## src/design/fpa_pkg.sv

```systemverilog
// ----------------------------------------------------------------------------
// fpa_pkg
// Shared types and codes for the fixed-point ALU pipeline.
// ----------------------------------------------------------------------------
package fpa_pkg;

  typedef enum logic [3:0] {
    OP_ADD      = 4'd0,
    OP_SUB      = 4'd1,
    OP_MUL      = 4'd2,
    OP_DIV      = 4'd3,
    OP_INC      = 4'd4,
    OP_DEC      = 4'd5,
    OP_MIN      = 4'd6,
    OP_MAX      = 4'd7,
    OP_GT       = 4'd8,
    OP_LT       = 4'd9,
    OP_GE       = 4'd10,
    OP_LE       = 4'd11,
    OP_EQ       = 4'd12,
    OP_NE       = 4'd13,
    OP_TO_INT   = 4'd14,
    OP_FROM_INT = 4'd15
  } op_e;

  typedef enum logic [1:0] {
    ST_OK   = 2'd0,
    ST_SAT  = 2'd1,
    ST_DIV0 = 2'd2
  } status_e;

  localparam int unsigned NumerW = 62;

  typedef struct packed {
    op_e                 kind;
    logic signed [31:0]  result;
    logic                cmp;
    status_e             status;
    logic                neg;
    logic                run_div;
    logic [63:0]         q;
    logic [NumerW-1:0]   n;
    logic [31:0]         rem;
    logic [31:0]         d;
  } cell_t;

  typedef struct packed {
    logic signed [31:0] result_value;
    logic               compare_true;
    status_e            status;
  } res_t;

endpackage

```

## src/design/fpa_finish.sv

```systemverilog
// ----------------------------------------------------------------------------
// fpa_finish
// Rounding, sign restore and saturation for multiply and divide.
// ----------------------------------------------------------------------------
module fpa_finish #(
  parameter int unsigned FRAC_BITS = 8
) (
  input  fpa_pkg::cell_t data_i,
  output fpa_pkg::res_t  res_o
);
  import fpa_pkg::*;

  localparam logic [63:0] Half = 64'd1 << (FRAC_BITS - 1);

  logic        is_mul, is_div;
  logic        round_up;
  logic [63:0] sum, mag;

  always_comb begin
    is_mul   = data_i.kind == OP_MUL;
    is_div   = data_i.kind == OP_DIV && data_i.run_div;
    round_up = {data_i.rem, 1'b0} >= {1'b0, data_i.d};
    sum      = data_i.q + (is_mul ? Half : {63'd0, round_up});
    mag      = is_mul ? (sum >> FRAC_BITS) : sum;

    res_o.result_value = data_i.result;
    res_o.compare_true = data_i.cmp;
    res_o.status       = data_i.status;
    if (is_mul || is_div) begin
      if (data_i.neg) begin
        if (mag > 64'h8000_0000) begin
          res_o.result_value = 32'sh8000_0000;
          res_o.status       = ST_SAT;
        end else begin
          res_o.result_value = 32'(64'd0 - mag);
        end
      end else if (mag > 64'h7FFF_FFFF) begin
        res_o.result_value = 32'sh7FFF_FFFF;
        res_o.status       = ST_SAT;
      end else begin
        res_o.result_value = mag[31:0];
      end
    end
  end
endmodule

```

## config.mk

```make
export PLATFORM = sky130hd
export DESIGN_NAME = fpa_finish
export DESIGN_NICKNAME = d
export VERILOG_FILES = /design/src/design/fpa_pkg.sv /design/src/design/fpa_finish.sv
export SDC_FILE = /design/constraint.sdc
export NUM_CORES = 1
export LEC_CHECK = 0
export ABC_AREA = 0
export BUFFER_PORTS_ARGS = -buffer_cell sky130_fd_sc_hd__buf_2
export CAP_MARGIN = 20
export CORE_MARGIN = 1
export CORE_UTILIZATION = 30
export DETAILED_ROUTE_END_ITERATION = 10
export GPL_ROUTABILITY_DRIVEN = 1
export GPL_TIMING_DRIVEN = 0
export SYNTH_ARGS = -nofsm -noshare
export SYNTH_HDL_FRONTEND = slang
export SYNTH_SLANG_ARGS = --single-unit
```

## constraint.sdc

```tcl
create_clock -name vclk -period 22
set_input_delay 3.3 -clock vclk [all_inputs]
set_output_delay 3.3 -clock vclk [all_outputs]
set_load 0.005 [all_outputs]
```

Word-level counts from Yosys, hierarchy flattened

Cells that the tools add are included.
Widths: inputs -> output; s select.

$add $sub $neg: 2
Order comparisons: 3
Equal/unequal tests: 2
Multiplexer cells: 10
Reduce and logical (&&, ||, !) cells: 2

Operators by type and width:

| kind                  | number |
|---|---|
| $mux 32               | 4 |
| $add 64x8->64         | 1 |
| $gt 64x31->1 const B  | 1 |
| $gt 64x32->1 const B  | 1 |
| $mux 64               | 1 |
| $ge 33x32->1          | 1 |
| $sub 1x32->32 const A | 1 |
| $eq 4x2->1 const B    | 2 |
| $mux 2                | 4 |
| $mux 8                | 1 |
| $logic_and 1x1->1     | 1 |
| $logic_or 1x1->1      | 1 |

Bits in registers: 0
Output and inout bits: 35

Longest topological paths before layout

Depth after elaboration: 8
Depth in mapped cells: 30
Mapped depth without buffers: 26

Worst setup path after synthesis

OpenSTA, ideal clock, no wires.

Path kind: input-to-output
Start: input port data_i[1] (netlist name)
End: output port res_o[21] (netlist name)
Arrival: 8.535 ns
Data required time: 18.700 ns
Path slack: 10.165 ns
Stages: 29
Path buffers: 3
Cells stage by stage: inv_1 > ha_1 > nor2b_1 > o21a_1 > o21a_1 > o21a_1 > o21a_1 > o21a_1 > o21a_1 > o21ai_0 > a2111oi_0 > o21a_1 > ha_1 > and3_1 > clkbuf_1 > a31oi_2 > clkbuf_1 > nor2_1 > xnor2_1 > nor2_1 > a21oi_1 > ha_1 > nand2_1 > or4_1 > clkbuf_1 > or3_1 > and4b_1 > o21ai_0 > o221ai_1

RTL lines:

| item            | RTL line        | source |
|---|---|---|
| start, declared | fpa_finish.sv:8 | `input fpa_pkg::cell_t data_i,` |
| end, declared   | fpa_finish.sv:9 | `output fpa_pkg::res_t res_o` |

==> impl_metrics.py <==
metrics = {
    "floorplanning": {
        "start_util_pct": 30.77,
        "coreArea_mm2": 0.01664,
        "die_area_mm2": 0.01760,
        "die_w_um": 132.7,
        "rows": 47,
        "chipHeight_um": 132.7,
        "pin_count": 266,
    },
    "sta": {
        "finalHoldViolCount": 0,
        "finalSetupViolCount": 0,
        "period_needed_ns": 13.46,
        "max_freq_mhz": 74.31,
        "fin_hold_ws_ns": 6.765,
        "maxSlewViolCount": 0,
        "period_share_pct": 61.17,
        "rsz0062_at_grt": "no",
        "fin_setup_tns_ns": 0,
        "timing.slew.headroom_pct": 38.82,
        "tightest_slew_ns": 0.9081,
    },
    "detailed_routing": {
        "first_pass_iters": 6,
        "routed_wl_mm": 21.13,
        "wl_per_cell_um": 17.15,
        "ant_nets": 0,
        "drt_iter0_drc": 675,
        "vias": 7285,
        "vias_per_cell": 5.913,
        "drc": 0,
    },
    "global_routing": {
        "grt_use_total_pct": 23.22,
        "gr-total-overflow": 0,
        "grt_max_degree": 11,
        "grt_pass1_wl_mm": 33.89,
        "antenna_found_initial": 1,
        "grt_pass1_vias": 6665,
    },
    "cells_and_area": {
        "clkbuf_count": 0,
        "layout_common_cells": "buf_2, nor2_1, nand2_1, o21ai_0",
        "regArea_um2": 0,
        "seq_cell_count": 0,
        "area.growth.synth_to_final_pct": 24.29,
        "fin_nets": 1279,
        "layout-drive-gt1-share_pct": 23.54,
        "mostFrequentLayoutCell": "buf_2",
    },
    "setup_path": {
        "worst_setup_path_start_kind": "primary input",
        "critPathKind": "in -> out",
        "crit_fanout": 10,
        "endpoint_kind": "primary output",
        "crit_required_ns": 18.70,
        "critPathArrivalTime_ns": 10.16,
    },
    "yosys": {
        "synth_area_leaders": "ha_1, nor2_1, nand2_1, nand4_1, o21ai_0",
        "synth_area_mm2": 0.005121,
        "yosysWarningCount": 0,
        "synth_top_cell_by_area": "ha_1",
        "synth_fp_nets": 1084,
        "postSynthCellCount": 818,
        "yosysSeqAreaShare_pct": 0,
        "synthDistinctLibCells": 78,
        "syn_avg_cell_area_um2": 6.261,
        "synth_top_area_share_pct": 8.551,
    },
    "hold_path": {
        "min_from": "data_i[194]",
        "hold_end": "res_o[2]",
        "min_path_cells": 2,
        "hold_class": "in -> out",
    },
    "place": {
        "gp_congestion": 0.9255,
        "hpwl_mm": 17.64,
        "io_buffers": 192,
    },
    "clocking": {
        "cts_setup_buffers": 0,
        "cts_resized": 0,
        "ctsHoldBuffers": 0,
    },
    "pwr": {
        "powerDensity_mw_per_mm2": 15.02,
        "irDropWorstVdd_v": 0.000005794,
        "p_leak_nw": 2.677,
    },
    "job": {
        "drv_cap": 0,
    },
    "status": {
        "status": "finished, final reports clean",
    },
}
==> worst max path at each step <==
stage / from / end / depth (start not counted)
after floorplan: data_i[1] / res_o[21] / 29
after global placement: data_i[230] / res_o[30] / 24
after detailed placement: data_i[230] / res_o[30] / 24
after CTS: data_i[230] / res_o[30] / 24
after global routing: data_i[230] / res_o[29] / 27
final: data_i[230] / res_o[29] / 27
==> through the flow <==
stage | utilization [%] | cell area [um^2] | setup WS (ns) | instances | power [mW]
6_report | 38.25 | 6365 | 8.543 | 1232 | 0.09557
3_3_place_gp | 38.20 | 6357 | 8.577 | 1230 | 0.09324
4_1_cts | 38.20 | 6357 | 8.587 | 1230 | 0.09467
3_5_place_dp | 38.20 | 6357 | 8.640 | 1230 | 0.09426
2_1_floorplan | - | 5121 | 10.17 | 818 | 0.05491
5_1_grt | 38.23 | 6362 | 7.941 | 1231 | 0.1068
==> per-layer routing <==
layer  vias up  routed length, um  track usage, %
li1       3533                  -               -
met1      3389               9149           30.52
met2       323               9855           40.18
met3        40               1640           2.644
met4         0                488           5.619
met5         -                  0               0
==> cell families (layout without fill, tap and decap cells) <==
| kind of cell | after synthesis | in the layout | share of synthesized area, % |
|---|---|---|---|
| buffers and inverters | 101 | 294 | 8.233 |
| AO/OA/AOI/OAI | 232 | 232 | 31.79 |
| adder cells (fa/ha/maj) | 35 | 35 | 8.551 |
| AND/OR/NAND/NOR | 410 | 410 | 44.10 |
| multiplexers | 17 | 17 | 3.396 |
| other | 0 | 1 | 0 |
| XOR/XNOR | 23 | 23 | 3.933 |
==> cell usage after synthesis (all sizes together), types with 19 or more instances <==
library cell  count
a21oi            48
ha               35
nor4             31
inv              42
nand4            44
nor2             74
o21ai            50
or3              19
clkbuf           43
nor3             35
and3             19
nand3            38
nand2            72
==> worst max-delay path, stage by stage <==
cell	delay [ns]
buf_2	0.09
nor2_1	0.17
nand3b_1	0.22
inv_1	0.20
clkbuf_1	0.41
buf_1	0.42
buf_1	0.49
nor3_1	0.12
o21a_1	0.14
ha_1	0.24
and3_1	0.20
clkbuf_1	0.18
a31oi_2	0.55
clkbuf_1	0.44
nor2_1	0.10
xnor2_1	0.21
nor2_1	0.06
a21oi_1	0.24
ha_1	0.27
nand2_1	0.17
or4_1	0.54
clkbuf_1	0.19
nor3b_1	0.53
a211o_1	0.21
a21boi_1	0.06
a221o_1	0.27
buf_2	0.13
==> power breakdown <==
group	internal (mW)	switching [mW]	leakage, nW
clock network	0.00000000611	0	0.00000634
registers	0	0	0
logic	0.0403	0.0552	2.68
==> final cells by class <==
| type | instances | area [um^2] |
|---|---|---|
| fillers | 1851 | 10280 |
| multi-input cells | 717 | 4700 |
| repair buffers | 193 | 965.9 |
| well taps | 220 | 275.3 |
| plain buffers | 59 | 264.0 |
| inverters | 42 | 157.7 |
| diodes | 1 | 2.502 |
Power figures use the tool's default switching activity.
