File: src/design/fpa_pkg.sv
// ----------------------------------------------------------------------------
// fpa_pkg
// Shared types and codes for the fixed-point ALU pipeline.
// ----------------------------------------------------------------------------
package fpa_pkg;

  typedef enum logic [3:0] {
    OP_ADD      = 4'd0,
    OP_SUB      = 4'd1,
    OP_MUL      = 4'd2,
    OP_DIV      = 4'd3,
    OP_INC      = 4'd4,
    OP_DEC      = 4'd5,
    OP_MIN      = 4'd6,
    OP_MAX      = 4'd7,
    OP_GT       = 4'd8,
    OP_LT       = 4'd9,
    OP_GE       = 4'd10,
    OP_LE       = 4'd11,
    OP_EQ       = 4'd12,
    OP_NE       = 4'd13,
    OP_TO_INT   = 4'd14,
    OP_FROM_INT = 4'd15
  } op_e;

  typedef enum logic [1:0] {
    ST_OK   = 2'd0,
    ST_SAT  = 2'd1,
    ST_DIV0 = 2'd2
  } status_e;

  localparam int unsigned NumerW = 62;

  typedef struct packed {
    op_e                 kind;
    logic signed [31:0]  result;
    logic                cmp;
    status_e             status;
    logic                neg;
    logic                run_div;
    logic [63:0]         q;
    logic [NumerW-1:0]   n;
    logic [31:0]         rem;
    logic [31:0]         d;
  } cell_t;

  typedef struct packed {
    logic signed [31:0] result_value;
    logic               compare_true;
    status_e            status;
  } res_t;

endpackage

File: src/design/fpa_cell.sv
// ----------------------------------------------------------------------------
// fpa_cell
// One pipeline cell: registers the item and, for a divide, retires one quotient bit.
// ----------------------------------------------------------------------------
module fpa_cell (
  input  logic           clk_i,
  input  logic           rst_ni,
  input  logic           en_i,
  input  logic           valid_i,
  input  fpa_pkg::cell_t data_i,
  output logic           valid_o,
  output fpa_pkg::cell_t data_o
);
  import fpa_pkg::*;

  logic        valid_q;
  cell_t       data_q, data_d;
  logic [32:0] rem_sh;
  logic        ge;

  always_comb begin
    data_d = data_i;
    rem_sh = {data_i.rem, data_i.n[NumerW-1]};
    ge     = rem_sh >= {1'b0, data_i.d};
    if (data_i.run_div) begin
      data_d.rem = ge ? 32'(rem_sh - {1'b0, data_i.d}) : rem_sh[31:0];
      data_d.q   = {data_i.q[62:0], ge};
      data_d.n   = {data_i.n[NumerW-2:0], 1'b0};
    end
  end

  always_ff @(posedge clk_i or negedge rst_ni) begin
    if (!rst_ni) begin
      valid_q <= 1'b0;
    end else if (en_i) begin
      valid_q <= valid_i;
    end
  end

  always_ff @(posedge clk_i) begin
    if (en_i) begin
      data_q <= data_d;
    end
  end

  assign valid_o = valid_q;
  assign data_o  = data_q;
endmodule

File: config.mk
export PLATFORM = sky130hd
export DESIGN_NAME = fpa_cell
export DESIGN_NICKNAME = d
export VERILOG_FILES = /design/src/design/fpa_pkg.sv /design/src/design/fpa_cell.sv
export SDC_FILE = /design/constraint.sdc
export NUM_CORES = 1
export LEC_CHECK = 0
export ABC_AREA = 1
export BUFFER_PORTS_ARGS = -buffer_cell sky130_fd_sc_hd__buf_2
export CAP_MARGIN = 30
export CORE_AREA = 2 2 181 183
export DETAILED_ROUTE_END_ITERATION = 12
export DIE_AREA = 0 0 183 185
export HOLD_SLACK_MARGIN = 0.05
export PLACE_DENSITY = 0.66
export SYNTH_ARGS = -nofsm -noshare
export SYNTH_HDL_FRONTEND = slang
export SYNTH_SLANG_ARGS = --single-unit
File: constraint.sdc
create_clock -name clk_i -period 0.8 [get_ports clk_i]
set_input_delay 0.04 -clock clk_i [delete_from_list [all_inputs] [get_ports clk_i]]
set_output_delay 0.04 -clock clk_i [all_outputs]
set_load 0.02 [all_outputs]
## Yosys cells after proc, flatten, opt, wreduce, memory -nomap -nowiden

Cells that the tools add are included.

- Bitwise operators: 0
- Shift operators: 0
- Mux-type cells: 2
- Reduce and logical (&&, ||, !) cells: 0
- Divide/modulo/power cells: 0
- Multipliers: 0
- Eq/ne operators: 0
- Add/sub/neg operators: 1
- Magnitude comparators: 1

Operators with widths:

| cell | number |
|---|---|
| $mux 158 | 1 |
| $ge 33x32->1 | 1 |
| $mux 32 | 1 |
| $sub 32x32->32 | 1 |

- ROM bits: 0
- Output and inout bits: 232
- Memory bits (writable): 0
- Input bits: 235
- Latch bits: 0
- Logic and storage cells: 16
- Memories kept: 0
- Register bits after elaboration: 232

## Longest topological paths before layout

- Depth in word-level cells: 3
- Gate-level depth with buffers: 16
- Gate-level depth less buffers: 16

## Worst setup path before layout

Ideal clock, no wire load.

- Kind: in2reg
- Start point: input port data_i[23] in the netlist's numbering
- End point: register data_q, in the netlist data_o[51], data pin
- Data arrival time: 1.437 ns
- Stages: 15
- Setup time: 0.260 ns
- Setup slack: -0.897 ns
- Required time: 0.540 ns
- Cell sequence: inv_1 > ha_1 > nand2_2 > inv_2 > nand2_1 > nand2_1 > inv_1 > nand2_1 > nand2_1 > nand3_2 > nor2_8 > nand2_8 > buf_8 > nand3_1 > nand3_1

RTL lines:

| item | line | RTL |
|---|---|---|
| start, declared | fpa_cell.sv:10 | `input fpa_pkg::cell_t data_i,` |
| end signal, assigned | fpa_cell.sv:42 | `data_q <= data_d;` |
| end, declared | fpa_cell.sv:17 | `cell_t data_q, data_d;` |

==> results_dict.tcl <==
set metrics [dict create \
    status "finished with violations" \
    violations "negative hold slack, negative setup slack" \
    ios 467 \
    clockBufferDepth 3 \
    numPortBuffers 466 \
    ys_async_sr_fraction 0.004310 \
    core-area_um2 32040 \
    grt_pass1_wl_um 74610 \
    syn2layout_area_growth_pct 88.86 \
    nets 2476 \
    period_share 1.692 \
    hold_viol 6 \
    startpoint "data_i[24]" \
    setup_ws_ns -0.5537 \
    track_usage 0.2880 \
    start_kind "primary input" \
    critPathKind "in2reg" \
    first_pass_iters 6 \
    grt_max_degree 58 \
    clkTransAtPathRegs_ns 0.06 \
    synth.avg_cell_area_um2 9.148 \
    ys_seq_area_frac 0.5854 \
    hold_slack_ns -0.08460 \
    hp-class "in2reg" \
    ys_types 34 \
    relSlewSlack 0.7146 \
    cts_tree "built" \
    rows 66 \
    hp-start "en_i" \
    ys.flop_type "edfxtp_1" \
    worst_pin_slew_ns 0.4281 \
    cts_buffers 26 \
    synthSimpleGateAreaFrac 0.2208 \
    fin_cells 2643 \
    min_period_ns 1.354 \
    reg2reg_from "valid_o$_DFFE_PN0P_" \
    setup_viol 268 \
    via_per_inst 5.087 \
    ys_warn_count 0 \
    synthXorXnorAreaFrac 0.01031 \
    clock_latency_ns 0.56 \
    cts-htree-levels 1 \
    power.density_nw_per_um2 1770 \
    die_h_um 185 \
    synthMuxAreaShare 0.0009469 \
    synth_commonest_cells "nand2_1 (426), edfxtp_1 (231), inv_1 (220)" \
    maxSlewViolCount 0 \
    ys_ff_latch 232 \
    place_congestion 0.9492 \
    cts_root_buf "clkbuf_16" \
    num_vias 13450 \
    synthAdderAreaFrac 0.03535 \
    synth_edf_count 231 \
    synth_area_leaders "edfxtp_1 (58%), nand2_1 (13%), inv_1 (6.9%)" \
    yosysMostFrequentCell "nand2_1" \
    start_util 0.3712 \
    grt_pass1_vias 13260 \
    antenna_found_initial 8 \
    peakVddDrop_mv 1.513 \
    leakagePower_nw 10.53 \
    yosys.area.top_type "edfxtp_1" \
    antenna_left 0 \
    synth_top_family_by_area "simple AND/OR/NAND/NOR gates" \
    fin_worst_skew_ns 0 \
    syn_area_um2 11890 \
    fmax_mhz 738.7 \
    clock_sinks 232 \
    syn_inst 1300 \
    arrival_ns 1.67 \
    finalPower_mw 39.75 \
    synth_top_area_frac 0.5833 \
    dpl.cell_count 2331 \
    synth_compound_area_frac 0.06081 \
    wirelength_um 55090 \
    place_hpwl_um 33830 \
    nFillCells 2116 \
    route.detailed.drc 0 \
    layout-drive-gt1-share 0.4304 \
    grt-ovfl-total 0 \
    grt_setup_unrepaired "true" \
    tns_ns -97.24 \
    cp.required_ns 1.12 \
    maxCapViolCount 0 \
    crit_fanout 9 \
    syn_nets 1568 \
    die_x_um 183 \
    die_area_um2 33860 \
    critPathCaptureType "register" \
    post_drt_wl_per_cell_um 20.84 \
    drt_iter0_drc 1171 \
    fin_util 0.7010 \
]
==> power by group <==
group | internal (mW) | leakage [nW] | switching [mW]
registers | 14.7 | 2.27 | 0.609
clock network | 7.23 | 0.424 | 5.32
logic | 5.73 | 7.84 | 6.13
total | 27.7 | 10.5 | 12.1
==> through the flow <==
| step | setup slack (ns) | area, um^2 |
|---|---|---|
| after floorplan | -0.7767 | 12580 |
| after global routing | -0.6272 | 22460 |
| after global placement | -1.231 | 16930 |
| final | -0.5537 | 22460 |
| after CTS | -0.4933 | 21290 |
| after detailed placement | -1.243 | 16930 |
==> cells by family (layout without fill, tap and decap cells) <==
| logic type | Yosys count | count (layout) |
|---|---|---|
| other cells | 0 | 7 |
| xor+xnor | 14 | 14 |
| compound gates | 143 | 143 |
| buf+inv | 265 | 1193 |
| mux | 1 | 1 |
| flops | 232 | 232 |
| fa+ha+maj | 33 | 33 |
| simple gates | 612 | 612 |
==> flip-flops by register name (all words and copies together) (netlist names) <==
name	cells
data_o	231
valid_o	1
==> repair_timing <==
item / CTS / global route
buffers inserted: 6 / 7
pin swaps: 38 / 52
cloned: 1 / 1
hold endpoints to repair: 335 / 46
gates resized for setup: 314 / 317
endpoints found under the setup margin: 265 / 275
hold buffers: 241 / 2
==> critical path, stage by stage <==
cell	delay, ns
buf_2	0.11
inv_2	0.04
ha_4	0.29
nand2_2	0.07
nor2_2	0.15
nand2_2	0.09
nor2_2	0.14
nand2_2	0.08
nand3_4	0.10
nor2_8	0.05
nand2_8	0.14
buf_8	0.16
nand2_1	0.06
nand3_1	0.08
nand2_1	0.06
==> layout make-up <==
cell class	instances	area, um^2	share of cell area
Timing Repair Buffer	924	8212	0.3656
Sequential cell	232	6963	0.3100
Multi-Input combinational cell	803	5030	0.2239
Inverter	221	864.6	0.03849
Clock buffer	29	661.9	0.02947
Tap cell	408	510.5	0.02273
Clock inverter	19	201.4	0.008969
Antenna cell	7	17.52	0.0007799
==> worst paths after layout <==
path                                        end  slack [ns]  cells after the start
setup reg to reg            valid_o$_DFFE_PN0P_           0                      1
hold / removal             data_o[16]$_DFFE_PP_       -0.08                      2
setup / recovery           data_o[34]$_DFFE_PP_       -0.55                     15
min in group asynchronous   valid_o$_DFFE_PN0P_        0.32                      3
hold reg to reg             valid_o$_DFFE_PN0P_        0.56                      1
max in group asynchronous   valid_o$_DFFE_PN0P_        0.35                      3
==> layout by cell type (no fill, tap or decap), types with 4 or more instances in the layout <==
cell,synthesis,layout
inv_1,220,187
buf_6,2,227
nand3_1,81,35
o21ai_0,124,117
clkbuf_16,0,27
xor2_1,14,12
nor2_2,7,11
a21oi_1,16,11
nand2_4,1,15
nand3_4,0,12
nand2_1,426,351
nand3_2,6,40
inv_4,0,11
clkinv_2,0,7
inv_2,1,22
bufinv_16,0,4
clkinv_1,0,6
dlygate4sd3_1,0,239
buf_8,1,7
nand3b_1,4,4
buf_4,0,184
edfxtp_1,231,231
nand4_1,29,29
ha_4,0,32
a21oi_2,0,5
buf_12,0,25
nand2_2,7,67
o21ai_1,0,6
diode_2,0,7
nor2_4,1,10
buf_2,5,237
nor2_1,39,26
==> layer usage <==
metal	global-route usage	share of wire	wire length (um)	vias up
met2	0.5114	0.50	27360	859
met3	0.06331	0.085	4659	251
met5	0	0.00096	53	-
li1	-	-	-	6071
met4	0.1712	0.071	3932	4
met1	0.3169	0.35	19080	6260
Power figures use the tool's default switching activity.
